--- config.mk ---
export PLATFORM = sky130hd
export DESIGN_NAME = xild_merge
export DESIGN_NICKNAME = d
export VERILOG_FILES = /design/src/hdl/xild_pkg.sv /design/src/hdl/xild_merge.sv
export SDC_FILE = /design/constraint.sdc
export NUM_CORES = 1
export LEC_CHECK = 0
export BUFFER_PORTS_ARGS = -buffer_cell sky130_fd_sc_hd__buf_4
export CAP_MARGIN = 10
export CORE_AREA = 2 2 560 562
export DETAILED_ROUTE_END_ITERATION = 16
export DIE_AREA = 0 0 562 564
export PLACE_DENSITY = 0.3
export SYNTH_ARGS = -nofsm -noshare
export SYNTH_HDL_FRONTEND = slang
export SYNTH_SLANG_ARGS = --single-unit
--- constraint.sdc ---
create_clock -name vclk -period 17.04
set_clock_uncertainty 0.1 [all_clocks]
set_input_delay 3.408 -clock vclk [all_inputs]
set_output_delay 3.408 -clock vclk [all_outputs]
set_load 0.01 [all_outputs]
--- src/hdl/xild_pkg.sv ---
// Shared types and constants for the x86 instruction length decoder.
// Used by xild_lane, xild_merge and x86_instruction_length_decoder; no dependencies.
`timescale 1ns / 1ps
`default_nettype none

package xild_pkg;

	// Input item: a code window, its valid byte count and its address.
	typedef struct packed {
		logic [63:0] window_low;
		logic [63:0] window_high;
		logic [4:0]  bytes_valid;
		logic [63:0] instr_address;
	} in_item_t;

	// Result item: length and decode fields of one instruction.
	typedef struct packed {
		logic [4:0]  length;
		logic        recognized;
		logic [10:0] prefix_flags;
		logic [7:0]  opcode_byte;
		logic        escape_0f;
		logic        wide_operand;
		logic        modrm_present;
		logic [7:0]  modrm_value;
		logic [3:0]  disp_bytes;
		logic [2:0]  imm_bytes;
		logic        has_target;
		logic [63:0] branch_target;
	} out_item_t;

	// What one lane finds when it treats its byte as a prefix or an opcode start.
	typedef struct packed {
		logic [10:0] prefix;
		logic        ok;
		logic        need_data_prefix;
		logic [4:0]  rel_len;
		logic [7:0]  opcode;
		logic        esc;
		logic        modrm_present;
		logic [7:0]  modrm;
		logic [3:0]  disp;
		logic [2:0]  imm;
		logic        has_target;
		logic [31:0] offset;
	} lane_res_t;

	// Merged decode of the whole window.
	typedef struct packed {
		logic        ok;
		logic [4:0]  length;
		logic [10:0] prefix;
		logic [7:0]  opcode;
		logic        esc;
		logic        wide;
		logic        modrm_present;
		logic [7:0]  modrm;
		logic [3:0]  disp;
		logic [2:0]  imm;
		logic        has_target;
		logic [31:0] offset;
	} merge_res_t;

	// Prefix bytes.
	localparam logic [7:0] BYTE_LOCK  = 8'hf0;
	localparam logic [7:0] BYTE_REPNZ = 8'hf2;
	localparam logic [7:0] BYTE_REPZ  = 8'hf3;
	localparam logic [7:0] BYTE_CS    = 8'h2e;
	localparam logic [7:0] BYTE_SS    = 8'h36;
	localparam logic [7:0] BYTE_DS    = 8'h3e;
	localparam logic [7:0] BYTE_ES    = 8'h26;
	localparam logic [7:0] BYTE_FS    = 8'h64;
	localparam logic [7:0] BYTE_GS    = 8'h65;
	localparam logic [7:0] BYTE_DATA  = 8'h66;
	localparam logic [7:0] BYTE_ADDR  = 8'h67;

	// Prefix flag bit positions.
	localparam int PFX_LOCK  = 0;
	localparam int PFX_REPNZ = 1;
	localparam int PFX_REPZ  = 2;
	localparam int PFX_CS    = 3;
	localparam int PFX_SS    = 4;
	localparam int PFX_DS    = 5;
	localparam int PFX_ES    = 6;
	localparam int PFX_FS    = 7;
	localparam int PFX_GS    = 8;
	localparam int PFX_DATA  = 9;
	localparam int PFX_ADDR  = 10;

	// Escape, VEX and REX bytes.
	localparam logic [7:0] BYTE_ESC_0F  = 8'h0f;
	localparam logic [7:0] BYTE_ESC_38  = 8'h38;
	localparam logic [7:0] BYTE_38_F6   = 8'hf6;
	localparam logic [7:0] BYTE_VEX2    = 8'hc5;
	localparam logic [7:0] BYTE_VEX3    = 8'hc4;
	localparam logic [7:0] BYTE_REX_LO  = 8'h40;
	localparam logic [7:0] BYTE_REX_HI  = 8'h4f;

endpackage

`default_nettype wire

--- src/hdl/xild_merge.sv ---
// Merge stage: prefix run, REX/VEX skip, opcode lane selection and length check.
// Depends on xild_pkg and the lane results of xild_lane.
`timescale 1ns / 1ps
`default_nettype none

module xild_merge #(
	parameter int WINDOW_BYTES = 16,
	localparam int CNT_W = $clog2(WINDOW_BYTES + 1)
) (
	input  wire logic                                   long_mode,
	input  wire xild_pkg::lane_res_t [WINDOW_BYTES-1:0] lanes,
	input  wire logic [WINDOW_BYTES-1:0][7:0]           code_bytes,
	input  wire logic [CNT_W-1:0]                       len,
	output xild_pkg::merge_res_t                        res,
	output logic [CNT_W-1:0]                            total_len
);

	localparam int IDX_W = $clog2(WINDOW_BYTES);
	localparam int POS_W = CNT_W + 3;

	always_comb begin
		logic                 run;
		logic [POS_W-1:0]     p;
		logic [POS_W-1:0]     q;
		logic [POS_W-1:0]     lenx;
		logic [POS_W-1:0]     total;
		logic [10:0]          flags;
		logic [7:0]           bp;
		logic [7:0]           rex;
		logic                 qok;
		xild_pkg::lane_res_t  sel;

		// Legacy prefixes run until the first lane that is not a prefix.
		run   = 1'b1;
		p     = POS_W'(WINDOW_BYTES);
		flags = 11'd0;
		for (int i = 0; i < WINDOW_BYTES; i++) begin
			if (run) begin
				if (lanes[i].prefix == 11'd0) begin
					run = 1'b0;
					p   = POS_W'(i);
				end else begin
					flags = flags | lanes[i].prefix;
				end
			end
		end

		bp   = (p < POS_W'(WINDOW_BYTES)) ? code_bytes[p[IDX_W-1:0]] : 8'h00;
		lenx = POS_W'(len);

		// In long mode, skip a two- or three-byte VEX prefix or one REX byte.
		q   = p;
		rex = 8'h00;
		if (long_mode) begin
			if ((p + POS_W'(1) < lenx) && bp == xild_pkg::BYTE_VEX2) begin
				q = p + POS_W'(2);
			end else if ((p + POS_W'(2) < lenx) && bp == xild_pkg::BYTE_VEX3) begin
				q = p + POS_W'(3);
			end else if ((p < lenx) && bp >= xild_pkg::BYTE_REX_LO &&
				bp <= xild_pkg::BYTE_REX_HI) begin
				rex = bp;
				q   = p + POS_W'(1);
			end
		end

		// The lane at the opcode position holds the decode.
		qok   = (q < lenx);
		sel   = qok ? lanes[q[IDX_W-1:0]] : '0;
		total = q + POS_W'(sel.rel_len);

		res       = '0;
		total_len = '0;
		if (qok && sel.ok && (!sel.need_data_prefix || flags[xild_pkg::PFX_DATA]) &&
			total <= lenx) begin
			res.ok            = 1'b1;
			res.length        = total[4:0];
			res.prefix        = flags;
			res.opcode        = sel.opcode;
			res.esc           = sel.esc;
			res.wide          = rex[3];
			res.modrm_present = sel.modrm_present;
			res.modrm         = sel.modrm;
			res.disp          = sel.disp;
			res.imm           = sel.imm;
			res.has_target    = sel.has_target;
			res.offset        = sel.offset;
			total_len         = total[CNT_W-1:0];
		end else begin
			res.length = 5'd1;
		end
	end

endmodule

`default_nettype wire

# After elaboration in Yosys (flattened, before gate mapping)
# Index checks and enable logic that the tools add are counted.
[classes]
n_addsub = 4
mul = 0
div_mod_pow = 0
order_cmp = 10
n_eq_ne = 2
shifts = 0
mux = 109
bitwise_logic = 15
n_reduce_logical = 25
[op_table]
columns = ["op", "count"]
rows = [
  ["2-to-1 mux 11 bit", 31],
  ["binary-select mux 76 bit (select 4 bit)", 1],
  ["2-to-1 mux 8 bit", 36],
  ["zero test 11 bit", 16],
  ["bitwise OR 11 bit", 15],
  ["2-to-1 mux 65 bit", 2],
  ["2-to-1 mux 70 bit", 1],
  ["binary-select mux 8 bit (select 4 bit)", 1],
  ["< comparator 8 x 5 -> 1 bit", 4],
  ["2-to-1 mux 1 bit", 30],
  ["adder 8 x 2 -> 8 bit (second input constant)", 2],
  ["== test 8 bit (second input constant)", 2],
  ["2-to-1 mux 4 bit", 4],
  ["2-to-1 mux 5 bit", 3],
  ["< comparator 4 x 5 -> 1 bit (second input constant)", 2],
  ["adder 8 x 1 -> 8 bit (second input constant)", 1],
  ["adder 8 x 5 -> 8 bit", 1],
  [">= comparator 8 x 7 -> 1 bit (second input constant)", 1],
  ["less-or-equal comparator 8 x 5 -> 1 bit", 1],
  ["less-or-equal comparator 8 x 7 -> 1 bit (second input constant)", 1],
  ["< comparator 8 x 5 -> 1 bit (second input constant)", 1],
  ["logical AND 1 bit", 7],
  ["zero test 1 bit", 1],
  ["logical OR 1 bit", 1],
]
[totals]
regBits = 0
latch_bits = 0
mem_bits_rw = 0
mem_bits_ro = 0
out_inout_bits = 81
wordCells = 165
n_memories = 0

# Longest topological paths before layout
[logic_depth]
word_depth = 51
mapped_depth = 47

# Worst setup path before layout
# OpenSTA, ideal clock, no wires.
[synth_timing]
kind = "input -> output"
startpoint = "input port lanes[980] (netlist name)"
endpoint = "output port total_len[1]"
arrival_time_ps = 11613
path_slack_ps = 1919
cell_stages = 42
path_cell_list = "nor4_2 -> and3_1 -> buf_4 -> o211ai_2 -> a2111oi_4 -> o21ai_4 -> buf_2 -> buf_2 -> ha_1 -> xnor2_1 -> ha_1 -> o21a_1 -> o21ai_0 -> a21oi_1 -> nor2_1 -> nand2_1 -> o21a_1 -> or4_1 -> [6 not listed] -> a41oi_2 -> o311a_1 -> ha_1 -> inv_1 -> fa_1 -> inv_1 -> ha_1 -> nor2b_1 -> o21a_1 -> o21ai_0 -> nand2b_1 -> a21oi_1 -> a31oi_1 -> nor3_1 -> nand3_4 -> buf_6 -> nor3_2 -> buf_4"
[synth_between]
elab_chain_cells = 27
word_cells_on_any_way = 58
cone_classes = "add/sub (4); order compare (8); eq/ne (2); mux (31); bitwise (3); reduce/logical (10)"
[synth_lines]
columns = ["item", "line_no", "source"]
rows = [
  ["from (decl)", "xild_merge.sv:11", "input wire xild_pkg::lane_res_t [WINDOW_BYTES-1:0] lanes,"],
  ["zero test 11 bit *", "xild_merge.sv:39", "if (lanes[i].prefix == 11'd0) begin"],
  ["parallel branches: the longest is 25 deep, another holds < comparator 8 x 5 -> 1 bit", "n/a", ""],
  ["2-to-1 mux 5 bit *", "xild_merge.sv:73", "if (qok && sel.ok && (!sel.need_data_prefix || flags[xild_pkg::PFX_DATA]) &&"],
  ["to (decl)", "xild_merge.sv:15", "output logic [CNT_W-1:0] total_len"],
]
# Mark *: on every way between the ends. The select of a mux whose other input is x is not followed.

==> flow_summary.ini <==
[run_status]
outcome = finished clean

[drt]
firstDrtPassIters = 6
wire_per_inst_um = 34.14
route.vias.total = 23760
drtAntennaViolNets = 0
routed_via_density = 3.187
drc = 0
totalWireLength_um = 254500
initialDrtViolationCount = 2062

[power_and_ir_drop]
totalPowerFinal_uw = 576.5
static-leakage-power_uw = 0.01211
ir_drop_mv = 0.007027
cellPowerDensity_mw_per_mm2 = 18.24

[floorplan]
floorplan.initialDensity = 0.04501
number_of_placement_rows = 205
io_pins = 1431
dieArea_mm2 = 0.3170
die-width_um = 562
chipHeight_um = 564
placeable_core_region_mm2 = 0.3109

[clock_tree]
post-cts-setup-buffer-count = 0
number_of_buffers_inserted_for_hold_repair_after_clock_tree_synthesis = 0
ctsResizeCount = 0

[setup_path]
timing.critical_path.slowest_cell_delay_ns = 0.62
arrival_ns = 12.72
required_time_at_the_endpoint_of_the_critical_path_ns = 13.53
critical_path_peak_fanout = 20
setup.worst_path.class = in2out
worst_path_max_delay_cell = sky130_fd_sc_hd__nor4b_1
critical-path-top-cell-by-count = sky130_fd_sc_hd__buf_4
worstSetupEndpointType = output pin
worstSetupStartpointType = input port

[global_routing]
grt_first_pass_wirelength_um = 303100
grt_max_degree = 104
first_global_vias = 23390
gr-usage-all-layers = 0.1516
grt_overflow_total = 0
grt_antenna_before_repair = 249

[job]
cap_violations = 0

[final_layout]
num-nets-final = 4634
clock_buffers = 0
numSequentialCells = 0
drive_gt1_frac = 0.6337
layout.area.seq_um2 = 0
multi_input_comb_area_mm2 = 0.01322
layout-area-overhead-vs-synth_pct = 125.9
filler_cells_inserted = 36360

[timing]
worst_pin_slew_ns = 1.307
max_slew_headroom_at_the_worst_pin = 0.1287
setup_slack_of_the_critical_path_after_layout_ns = 0.8104
report.final.slew_viol_count = 0
setup_tns_ns = 0
rsz0062_at_grt = no
layout_min_cycle_time_ns = 16.23
setup_viol = 0
fmaxAchievable_mhz = 61.62
timing_hold_violations_final = 0
final.period_utilization = 0.9524

[worst_hold_path]
hp-class = in2out

[synthesis]
synthDominantCellAreaShare = 0.1883
synthMuxAreaShare = 0.4113
netlist-cell-type-count = 95
synth-seq-area-share = 0
synth_fa_ha_area_frac = 0.02826
synthSimpleGateAreaFrac = 0.2035
synth_xor_xnor_area_share = 0.003756
yosys_warnings = 0
synth_compound_area_frac = 0.2827
synth.area.top_cells = sky130_fd_sc_hd__mux4_2 19%, sky130_fd_sc_hd__mux2i_1 14%, sky130_fd_sc_hd__mux2_2 8.8%
combinational_family_with_the_most_area_after_synthesis = multiplexers
postSynthCellCount = 1713
synth.avg_cell_area_um2 = 8.167
synthesis.nets = 3094
synthesis.area_mm2 = 0.01399
synth_top_area_cell = sky130_fd_sc_hd__mux4_2

[placement]
dp_slack_ns = 0.7960
detailed_place_hpwl_um = 236700
gp_congestion = 0.8993
port_buffers = 1431
-- final cells by class --
| class | count | area share |
|---|---|---|
| multi-input cells | 1524 | 0.4183 |
| repair buffers | 1696 | 0.4092 |
| well taps | 4140 | 0.1639 |
| diodes | 63 | 0.004988 |
| inverters | 31 | 0.003681 |
-- placed cells by master (no fill, tap or decap), drive strengths merged, types with 31 or more instances in the layout --
| master | n |
|---|---|
| a211oi | 63 |
| a21oi | 139 |
| a221oi | 36 |
| a22oi | 34 |
| a32oi | 31 |
| buf | 1696 |
| diode | 63 |
| mux2 | 109 |
| mux2i | 189 |
| mux4 | 117 |
| nand2 | 112 |
| nand3 | 38 |
| nor2 | 199 |
| nor3 | 70 |
| nor4 | 43 |
| o21ai | 58 |
-- per-layer routing --
layer / track usage / up-vias / share of wire
met5: 0.008780 / - / 0.0039
met3: 0.05903 / 384 / 0.11
li1: - / 10070 / -
met4: 0.01757 / 156 / 0.016
met1: 0.2078 / 11480 / 0.46
met2: 0.2269 / 1667 / 0.42
-- synthesized netlist by cell type (31+ instances only) --
cell type,n
sky130_fd_sc_hd__nor3_2,38
sky130_fd_sc_hd__mux2_2,109
sky130_fd_sc_hd__a21oi_1,137
sky130_fd_sc_hd__nor4_1,40
sky130_fd_sc_hd__o21ai_0,52
sky130_fd_sc_hd__a221oi_1,36
sky130_fd_sc_hd__buf_2,44
sky130_fd_sc_hd__mux4_2,117
sky130_fd_sc_hd__clkbuf_1,60
sky130_fd_sc_hd__nor2_1,195
sky130_fd_sc_hd__nand2_1,112
sky130_fd_sc_hd__nor3_1,32
sky130_fd_sc_hd__a211oi_2,32
sky130_fd_sc_hd__mux2i_1,189
sky130_fd_sc_hd__nand3_1,35
sky130_fd_sc_hd__a22oi_1,34
sky130_fd_sc_hd__a32oi_1,31
sky130_fd_sc_hd__buf_4,31
sky130_fd_sc_hd__a211oi_1,31
-- worst max-delay path: cells and delay by family --
kind	cells	cell delay, ns
buf+inv	10	1.61
fa+ha+maj	4	1.33
compound gates	13	2.39
simple gates	13	3.88
-- kinds of logic after synthesis --
group	count (synthesis)
AND/OR/NAND/NOR	546
XOR/XNOR	6
adder cells (fa/ha/maj)	31
multiplexers	415
buffers and inverters	189
AO/OA/AOI/OAI	526
-- metrics by stage --
| stage | util | instances | cell area (µm²) | hold WS (ns) |
|---|---|---|---|---|
| finish | 0.1017 | 7454 | 31610 | 7.338 |
| global route | 0.1014 | 7419 | 31520 | 7.365 |
| CTS | 0.1012 | 7391 | 31450 | 7.350 |
| detailed placement | 0.1012 | 7391 | 31450 | 7.351 |
| global placement | 0.1011 | 7389 | 31430 | 7.350 |
| floorplan | - | 1713 | 13990 | 6.930 |
-- report_power, final --
part,switching (µW),internal (µW),total (µW)
Sequential,0,0,0
Clock,0,0.000321,0.000321
Combinational,271,306,576
Total,271,306,576
-- final timing paths --
path	from	endpoint	depth (start not counted)
max	lanes[217]	res[5]	40
min	lanes[42]	res[42]	6
(Power assumes the default switching activity.)
