===== src/hdl/xild_pkg.sv =====
// Shared types and constants for the x86 instruction length decoder.
// Used by xild_lane, xild_merge and x86_instruction_length_decoder; no dependencies.
`timescale 1ns / 1ps
`default_nettype none

package xild_pkg;

	// Input item: a code window, its valid byte count and its address.
	typedef struct packed {
		logic [63:0] window_low;
		logic [63:0] window_high;
		logic [4:0]  bytes_valid;
		logic [63:0] instr_address;
	} in_item_t;

	// Result item: length and decode fields of one instruction.
	typedef struct packed {
		logic [4:0]  length;
		logic        recognized;
		logic [10:0] prefix_flags;
		logic [7:0]  opcode_byte;
		logic        escape_0f;
		logic        wide_operand;
		logic        modrm_present;
		logic [7:0]  modrm_value;
		logic [3:0]  disp_bytes;
		logic [2:0]  imm_bytes;
		logic        has_target;
		logic [63:0] branch_target;
	} out_item_t;

	// What one lane finds when it treats its byte as a prefix or an opcode start.
	typedef struct packed {
		logic [10:0] prefix;
		logic        ok;
		logic        need_data_prefix;
		logic [4:0]  rel_len;
		logic [7:0]  opcode;
		logic        esc;
		logic        modrm_present;
		logic [7:0]  modrm;
		logic [3:0]  disp;
		logic [2:0]  imm;
		logic        has_target;
		logic [31:0] offset;
	} lane_res_t;

	// Merged decode of the whole window.
	typedef struct packed {
		logic        ok;
		logic [4:0]  length;
		logic [10:0] prefix;
		logic [7:0]  opcode;
		logic        esc;
		logic        wide;
		logic        modrm_present;
		logic [7:0]  modrm;
		logic [3:0]  disp;
		logic [2:0]  imm;
		logic        has_target;
		logic [31:0] offset;
	} merge_res_t;

	// Prefix bytes.
	localparam logic [7:0] BYTE_LOCK  = 8'hf0;
	localparam logic [7:0] BYTE_REPNZ = 8'hf2;
	localparam logic [7:0] BYTE_REPZ  = 8'hf3;
	localparam logic [7:0] BYTE_CS    = 8'h2e;
	localparam logic [7:0] BYTE_SS    = 8'h36;
	localparam logic [7:0] BYTE_DS    = 8'h3e;
	localparam logic [7:0] BYTE_ES    = 8'h26;
	localparam logic [7:0] BYTE_FS    = 8'h64;
	localparam logic [7:0] BYTE_GS    = 8'h65;
	localparam logic [7:0] BYTE_DATA  = 8'h66;
	localparam logic [7:0] BYTE_ADDR  = 8'h67;

	// Prefix flag bit positions.
	localparam int PFX_LOCK  = 0;
	localparam int PFX_REPNZ = 1;
	localparam int PFX_REPZ  = 2;
	localparam int PFX_CS    = 3;
	localparam int PFX_SS    = 4;
	localparam int PFX_DS    = 5;
	localparam int PFX_ES    = 6;
	localparam int PFX_FS    = 7;
	localparam int PFX_GS    = 8;
	localparam int PFX_DATA  = 9;
	localparam int PFX_ADDR  = 10;

	// Escape, VEX and REX bytes.
	localparam logic [7:0] BYTE_ESC_0F  = 8'h0f;
	localparam logic [7:0] BYTE_ESC_38  = 8'h38;
	localparam logic [7:0] BYTE_38_F6   = 8'hf6;
	localparam logic [7:0] BYTE_VEX2    = 8'hc5;
	localparam logic [7:0] BYTE_VEX3    = 8'hc4;
	localparam logic [7:0] BYTE_REX_LO  = 8'h40;
	localparam logic [7:0] BYTE_REX_HI  = 8'h4f;

endpackage

`default_nettype wire


===== src/hdl/xild_lane.sv =====
// One decode lane: classifies its byte as a prefix and decodes an opcode starting there.
// Depends on xild_pkg.
`timescale 1ns / 1ps
`default_nettype none

module xild_lane (
	input  wire logic            long_mode,
	input  wire logic [5:0][7:0] code_bytes,
	output xild_pkg::lane_res_t  res
);

	logic [7:0] b0, b1, b2, b3, b4, b5;
	logic [7:0] mb, sb;
	logic [1:0] mod_f;
	logic [2:0] rm_f, reg_f;
	logic [3:0] m_disp;
	logic       m_sib;

	assign b0 = code_bytes[0];
	assign b1 = code_bytes[1];
	assign b2 = code_bytes[2];
	assign b3 = code_bytes[3];
	assign b4 = code_bytes[4];
	assign b5 = code_bytes[5];

	// Locate the ModRM and SIB bytes for each opcode map.
	always_comb begin
		if (b0 == xild_pkg::BYTE_ESC_0F) begin
			if (b1 == xild_pkg::BYTE_ESC_38) begin
				mb = b3;
				sb = b4;
			end else begin
				mb = b2;
				sb = b3;
			end
		end else begin
			mb = b1;
			sb = b2;
		end
	end

	assign mod_f = mb[7:6];
	assign rm_f  = mb[2:0];
	assign reg_f = mb[5:3];

	// SIB presence and displacement size from ModRM.
	always_comb begin
		m_sib  = 1'b0;
		m_disp = 4'd0;
		if (mod_f != 2'd3) begin
			if (rm_f == 3'd4) begin
				m_sib = 1'b1;
				if ((mod_f == 2'd0 && sb[2:0] == 3'd5) || mod_f == 2'd2) m_disp = 4'd4;
				else if (mod_f == 2'd1) m_disp = 4'd1;
			end else begin
				if (mod_f == 2'd0 && rm_f == 3'd5) m_disp = 4'd4;
				else if (mod_f == 2'd1) m_disp = 4'd1;
				else if (mod_f == 2'd2) m_disp = 4'd4;
			end
		end
	end

	// Opcode tables.
	always_comb begin
		logic [1:0]  oplen;
		logic        take_m;
		logic [2:0]  immv;
		logic [2:0]  rsz;
		logic [3:0]  moffs;
		logic        okv;
		logic        n66;
		logic        esc;
		logic [7:0]  opc;
		logic [3:0]  dsp;

		oplen  = 2'd1;
		take_m = 1'b0;
		immv   = 3'd0;
		rsz    = 3'd0;
		moffs  = 4'd0;
		okv    = 1'b0;
		n66    = 1'b0;
		esc    = 1'b0;
		opc    = b0;

		if (b0 == xild_pkg::BYTE_ESC_0F) begin
			esc   = 1'b1;
			opc   = b1;
			oplen = 2'd2;
			unique case (b1) inside
				[8'h80:8'h8f]: begin
					rsz = 3'd4;
					okv = 1'b1;
				end
				8'h1f, 8'ha5, 8'hb6, 8'hb7, 8'hbe, 8'hbf: begin
					take_m = 1'b1;
					okv    = 1'b1;
				end
				8'ha4: begin
					take_m = 1'b1;
					immv   = 3'd1;
					okv    = 1'b1;
				end
				8'ha0, 8'ha1, 8'ha8, 8'ha9: okv = 1'b1;
				xild_pkg::BYTE_ESC_38: begin
					oplen = 2'd3;
					if (b2 == xild_pkg::BYTE_38_F6) begin
						take_m = 1'b1;
						n66    = 1'b1;
						okv    = 1'b1;
					end
				end
				default: okv = 1'b0;
			endcase
		end else if (b0 < 8'h40) begin
			unique case (b0[2:0])
				3'd0, 3'd1, 3'd2, 3'd3: begin
					take_m = 1'b1;
					okv    = 1'b1;
				end
				3'd4: begin
					immv = 3'd1;
					okv  = 1'b1;
				end
				3'd5: begin
					immv = 3'd4;
					okv  = 1'b1;
				end
				default: okv = (b0 == 8'h06) || (b0 == 8'h07) || (b0 == 8'h0e) ||
					(b0 == 8'h16) || (b0 == 8'h17) || (b0 == 8'h1e) ||
					(b0 == 8'h1f) || (b0 == 8'h37) || (b0 == 8'h3f);
			endcase
		end else begin
			unique case (b0) inside
				[8'h40:8'h5f], 8'h90, 8'h98, 8'h99, 8'hc3, 8'hc9, 8'hcb: okv = 1'b1;
				[8'h70:8'h7f], 8'he3, 8'heb: begin
					rsz = 3'd1;
					okv = 1'b1;
				end
				[8'hb0:8'hb7], 8'h6a, 8'ha8, 8'hd4, 8'hd5: begin
					immv = 3'd1;
					okv  = 1'b1;
				end
				[8'hb8:8'hbf], 8'h68, 8'ha9: begin
					immv = 3'd4;
					okv  = 1'b1;
				end
				[8'ha0:8'ha3]: begin
					moffs = long_mode ? 4'd8 : 4'd4;
					okv   = 1'b1;
				end
				8'h80, 8'h83: begin
					take_m = 1'b1;
					immv   = 3'd1;
					okv    = 1'b1;
				end
				8'h81: begin
					take_m = 1'b1;
					immv   = 3'd4;
					okv    = 1'b1;
				end
				8'h84, 8'h85, [8'h88:8'h8e]: begin
					take_m = 1'b1;
					okv    = 1'b1;
				end
				8'h8f, 8'hc6, 8'hc7, 8'hf6, 8'hf7: begin
					take_m = 1'b1;
					okv    = (reg_f == 3'd0);
					if (b0 == 8'hc6 || b0 == 8'hf6) immv = 3'd1;
					else if (b0 == 8'hc7 || b0 == 8'hf7) immv = 3'd4;
				end
				8'h9a: begin
					immv = 3'd6;
					okv  = 1'b1;
				end
				8'hc0, 8'hc1: begin
					take_m = 1'b1;
					immv   = 3'd1;
					okv    = (reg_f != 3'd6);
				end
				[8'hd0:8'hd3]: begin
					take_m = 1'b1;
					okv    = (reg_f != 3'd6);
				end
				8'hc2, 8'hca: begin
					immv = 3'd2;
					okv  = 1'b1;
				end
				8'hc8: begin
					immv = 3'd3;
					okv  = 1'b1;
				end
				8'he8, 8'he9: begin
					rsz = 3'd4;
					okv = 1'b1;
				end
				8'hfe: begin
					take_m = 1'b1;
					okv    = (reg_f <= 3'd1);
				end
				8'hff: begin
					take_m = 1'b1;
					okv    = (reg_f <= 3'd2) || (reg_f == 3'd4) || (reg_f == 3'd6);
				end
				default: okv = 1'b0;
			endcase
		end

		dsp = take_m ? m_disp : moffs;

		res.ok               = okv;
		res.need_data_prefix = n66;
		res.rel_len          = 5'(oplen) + 5'(take_m) + 5'(take_m & m_sib) + 5'(dsp) +
			5'(immv) + 5'(rsz);
		res.opcode           = opc;
		res.esc              = esc;
		res.modrm_present    = take_m;
		res.modrm            = take_m ? mb : 8'h00;
		res.disp             = dsp;
		res.imm              = immv;
		res.has_target       = (rsz != 3'd0);
		if (rsz == 3'd1) res.offset = {{24{b1[7]}}, b1};
		else if (esc) res.offset = {b5, b4, b3, b2};
		else res.offset = {b4, b3, b2, b1};

		// Prefix classification of this lane's own byte.
		res.prefix = 11'd0;
		unique case (b0)
			xild_pkg::BYTE_LOCK:  res.prefix[xild_pkg::PFX_LOCK]  = 1'b1;
			xild_pkg::BYTE_REPNZ: res.prefix[xild_pkg::PFX_REPNZ] = 1'b1;
			xild_pkg::BYTE_REPZ:  res.prefix[xild_pkg::PFX_REPZ]  = 1'b1;
			xild_pkg::BYTE_CS:    res.prefix[xild_pkg::PFX_CS]    = 1'b1;
			xild_pkg::BYTE_SS:    res.prefix[xild_pkg::PFX_SS]    = 1'b1;
			xild_pkg::BYTE_DS:    res.prefix[xild_pkg::PFX_DS]    = 1'b1;
			xild_pkg::BYTE_ES:    res.prefix[xild_pkg::PFX_ES]    = 1'b1;
			xild_pkg::BYTE_FS:    res.prefix[xild_pkg::PFX_FS]    = 1'b1;
			xild_pkg::BYTE_GS:    res.prefix[xild_pkg::PFX_GS]    = 1'b1;
			xild_pkg::BYTE_DATA:  res.prefix[xild_pkg::PFX_DATA]  = 1'b1;
			xild_pkg::BYTE_ADDR:  res.prefix[xild_pkg::PFX_ADDR]  = 1'b1;
			default:              res.prefix = 11'd0;
		endcase
	end

endmodule

`default_nettype wire


===== config.mk =====
export PLATFORM = sky130hd
export DESIGN_NAME = xild_lane
export DESIGN_NICKNAME = d
export VERILOG_FILES = /design/src/hdl/xild_pkg.sv /design/src/hdl/xild_lane.sv
export SDC_FILE = /design/constraint.sdc
export NUM_CORES = 1
export LEC_CHECK = 0
export ABC_AREA = 1
export BUFFER_PORTS_ARGS = -buffer_cell sky130_fd_sc_hd__buf_2
export CAP_MARGIN = 40
export CORE_MARGIN = 3
export CORE_UTILIZATION = 45
export DETAILED_ROUTE_END_ITERATION = 8
export PLACE_DENSITY = 0.88
export SLEW_MARGIN = 20
export SYNTH_ARGS = -nofsm -noshare
export SYNTH_HDL_FRONTEND = slang
export SYNTH_SLANG_ARGS = --single-unit

===== constraint.sdc =====
create_clock -name vclk -period 4.1
set_clock_uncertainty 0.05 [all_clocks]
set_input_delay 0.615 -clock vclk [all_inputs]
set_output_delay 0.615 -clock vclk [all_outputs]
set_load 0.02 [all_outputs]

Word-level counts from Yosys, hierarchy flattened:

Cells that the tools add are included.

* register bits: 0
* input port bits: 49

* add/sub/neg operators: 5
* $lt $le $gt $ge: 19
* eq/ne operators: 83
* muxes and demuxes: 60
* bitwise logic cells: 1
* reduce and logical (&&, ||, !) cells: 40

Operator list (count)
* 8-bit == test (second input constant): 46
* 32-bit two-way mux: 2
* 8-bit by 6-bit == test with 1-bit output (second input constant): 7
* 8-bit by 7-bit == test with 1-bit output (second input constant): 6
* 8-bit >= comparator (second input constant): 6
* 8-bit less-or-equal comparator (second input constant): 6
* 8-bit by 5-bit == test with 1-bit output (second input constant): 5
* 3-bit two-way mux: 13
* 8-bit two-way mux: 4
* 31-bit OR reduction: 1
* 4-bit two-way mux: 7
* 1-bit two-way mux: 27
* 3-bit == test (second input constant): 7
* 3-bit one-hot mux with 6 select lines: 1
* 8-bit by 3-bit == test with 1-bit output (second input constant): 2
* 8-bit by 4-bit == test with 1-bit output (second input constant): 2
* 8-bit by 7-bit >= comparator with 1-bit output (second input constant): 2
* 8-bit by 7-bit less-or-equal comparator with 1-bit output (second input constant): 2
* 16-bit OR reduction: 1
* 1-bit logical OR: 13
* 3-bit one-hot mux with 2 select lines: 2
* 12-bit OR reduction: 1
* 5-bit by 3-bit adder with 5-bit output: 2
* 1-bit logical AND: 10
* 26 further kinds: 33

Depth between registers and ports, before layout:

* word-level depth: 13
* mapped depth: 22

Least setup slack after synthesis:

OpenSTA, ideal clock, no wires.

* path type: in2out
* from: in code_bytes[7] (netlist name)
* to: out res[62] (netlist name)
* arrival: 4.060 ns
* data required time: 3.435 ns
* slack: -0.625 ns
* cell stages on the path: 18
* buffers on the path: 4
* path through: buf_6 > nor2_4 > nand2_4 > nor2_8 > buf_12 > buf_6 > buf_2 > nand2_1 > nand3_1 > inv_1 > fa_1 > fa_1 > inv_1 > ha_1 > fa_1 > nand3_1 > nand2_1 > xor2_1

RTL lines
* from (decl): line xild_lane.sv:8 `input wire logic [5:0][7:0] code_bytes,`
* to (decl): line xild_lane.sv:9 `output xild_pkg::lane_res_t res`

==> results.sh <==
export IMPL_path_class="input pin to output port"
export IMPL_synth_common_cells="150 x nand2_1, 100 x nor2_1, 55 x inv_1, 30 x o21ai_0, 29 x nand3_1"
export IMPL_io_buffer_count=124
export IMPL_synth_distinct_cells=39
export IMPL_yosys_cell_count_top_type="nand2_1"
export IMPL_syn_to_final_growth_pct=85.3
export IMPL_final_setup_viol_count=4
export IMPL_end_kind="output port"
export IMPL_stdcell_area_mm2=0.00474
export IMPL_status="finished, violations left"
export IMPL_fin_total_pwr_uw=525
export IMPL_final_nets=837
export IMPL_violations="negative setup slack"
export IMPL_synthMuxAreaShare=0
export IMPL_drive_gt1_frac=0.502
export IMPL_synth_top_family_by_area="simple AND/OR/NAND/NOR gates"
export IMPL_gr_total_overflow=0
export IMPL_peakVddDrop_v=0.0000927
export IMPL_viasPerCell=6.18
export IMPL_hold_ws_ns=1.56
export IMPL_required_ns=3.43
export IMPL_wl_per_cell_um=18.9
export IMPL_tightestPinTransition_ns=0.772
export IMPL_avgSynthCellArea_um2=4.99
export IMPL_grt_pass1_wl_um=21400
export IMPL_wl_um=15900
export IMPL_multi_input_area_mm2=0.00244
export IMPL_grt_start_max_net_pins=25
export IMPL_seq_area_um2=0
export IMPL_fp_dieW_um=81.4
export IMPL_ios=125
export IMPL_die_area_mm2=0.00662
export IMPL_placed_cell_area_mm2=0.00429
export IMPL_die_height_um=81.4
export IMPL_fin_crit_ns=4.68
export IMPL_yosys_top_cells_area="nand2_1 22%, nor2_1 15%, inv_1 8.1%"
export IMPL_crit_fanout=5
export IMPL_yosys_area_top_type="nand2_1"
export IMPL_synth_top_area_frac=0.220
export IMPL_drtAntennaViolNets=0
export IMPL_antenna_found_initial=0
export IMPL_startpoint_type="input pin"
export IMPL_drt_iter0_drc=817
export IMPL_cellPowerDensity_mw_per_mm2=111
export IMPL_synth_compound_area_share=0.185
export IMPL_instances_no_fill=845
export IMPL_hold_depth=4
export IMPL_route_detailed_drc=0
export IMPL_holdPathEnd="res[54]"
export IMPL_gp_congestion=1.14
export IMPL_setup_slack_ns=-0.578
export IMPL_synthSimpleGateAreaFrac=0.577
export IMPL_vias=5219
export IMPL_clock_fmax_mhz=214
export IMPL_maxCapViolCount=0
export IMPL_core_area_mm2=0.00530
export IMPL_hold_class="input pin to output port"
export IMPL_synth_warnings=0
export IMPL_dp_cells=821
export IMPL_min_from="code_bytes[4]"
export IMPL_synth_fa_ha_area_frac=0.0656
export IMPL_place_hpwl_um=10300
export IMPL_start_util=0.482
export IMPL_drv_slew=0
export IMPL_leakagePower_nw=2.83
export IMPL_num_fill_cells=256
export IMPL_placementRows=26
export IMPL_clkbuf_count=0
export IMPL_worst_endpoint_arrival_ns=4.01
export IMPL_syn_area_mm2=0.00256
export IMPL_grt_pass1_vias=4696
export IMPL_synth_cells=512
export IMPL_max_slew_margin=0.484
export IMPL_fin_crit_sh=1.14
export IMPL_grt_usage=0.407
export IMPL_synthXorXnorAreaFrac=0.0103
export IMPL_seq_cell_count=0
export IMPL_dp_slack_ns=-0.539
export IMPL_rsz0062_at_grt="yes"
export IMPL_first_pass_iters=9
export IMPL_diodes=0
export IMPL_ys_seq_area_frac=0
export IMPL_cts_hold_buffers_added=0
export IMPL_finalHoldViolations=0
## what timing repair did
item / in CTS / in global routing
cloned: 0 / 0
pin swaps: 25 / 24
gates resized for setup: 48 / 27
setup buffers: 14 / 10
setup endpoints to repair: 4 / 5
## worst max path at each step
stage / startpoint / end / cells after the start
2_1_floorplan: code_bytes[4] / res[62] / 21
3_3_place_gp: code_bytes[1] / res[62] / 19
3_5_place_dp: code_bytes[7] / res[62] / 22
4_1_cts: code_bytes[5] / res[62] / 23
5_1_grt: code_bytes[4] / res[62] / 23
6_report: code_bytes[4] / res[62] / 23
## placed cells by master (no fill, tap or decap), types with 12 or more instances in the layout
cell type	synthesis	final
buf_4	3	154
nand2_1	150	129
buf_2	6	113
nor2_1	100	87
inv_1	55	46
o21ai_0	30	29
nand3_1	29	24
nand2_2	9	22
inv_2	12	16
a21oi_1	18	16
nand2_4	8	15
nor3_1	15	12
o31ai_1	12	12
## worst max-delay path: stages
cell and delay [ns]:
buf_12 0.11, nor2_4 0.16, inv_2 0.07, nor2_4 0.20, buf_12 0.15, nand2_1 0.10, nand3_2 0.13, nor2_2 0.05
nand3_2 0.06, nand2_2 0.08, nand2_4 0.08, nand2_4 0.07, clkinv_4 0.05, nand2_4 0.05, fa_1 0.45, fa_1 0.52
inv_2 0.05, ha_4 0.16, fa_2 0.38, nand3_2 0.10, nand2_4 0.06, xor2_4 0.15, buf_6 0.13
## power breakdown
group / internal, mW / leakage [nW] / switching, mW / total (mW)
registers: 0 / 0 / 0 / 0
clock network: 0 / 0 / 0 / 0
logic: 0.216 / 2.83 / 0.309 / 0.525
total: 0.216 / 2.83 / 0.309 / 0.525
## layer usage
metal | vias to the layer above | GRT usage | wire (um)
met4 | 0 | 0.262 | 1630
met1 | 2248 | 0.453 | 5150
met5 | - | 0 | 0
met2 | 608 | 0.711 | 6880
li1 | 2152 | - | -
met3 | 211 | 0.0643 | 2290
## logic make-up after synthesis
logic type / after synthesis
AO/OA/AOI/OAI: 77
other: 1
buffers and inverters: 88
AND/OR/NAND/NOR: 332
XOR/XNOR: 3
adder cells (fa/ha/maj): 11
## stage by stage
| step | util | setup TNS [ns] |
|---|---|---|
| final | 0.893 | -1.98 |
| after global routing | 0.893 | -2.43 |
| after CTS | 0.860 | -1.28 |
| after detailed placement | 0.810 | -1.88 |
| after global placement | 0.810 | -1.28 |
| after floorplan | - | -0.342 |
## final cells by class
cell class / instances / share of cell area
well taps: 70 / 0.0185
repair buffers: 281 / 0.408
inverters: 69 / 0.0587
multi-input cells: 425 / 0.515
No activity file was read; power rests on OpenSTA's default activity.
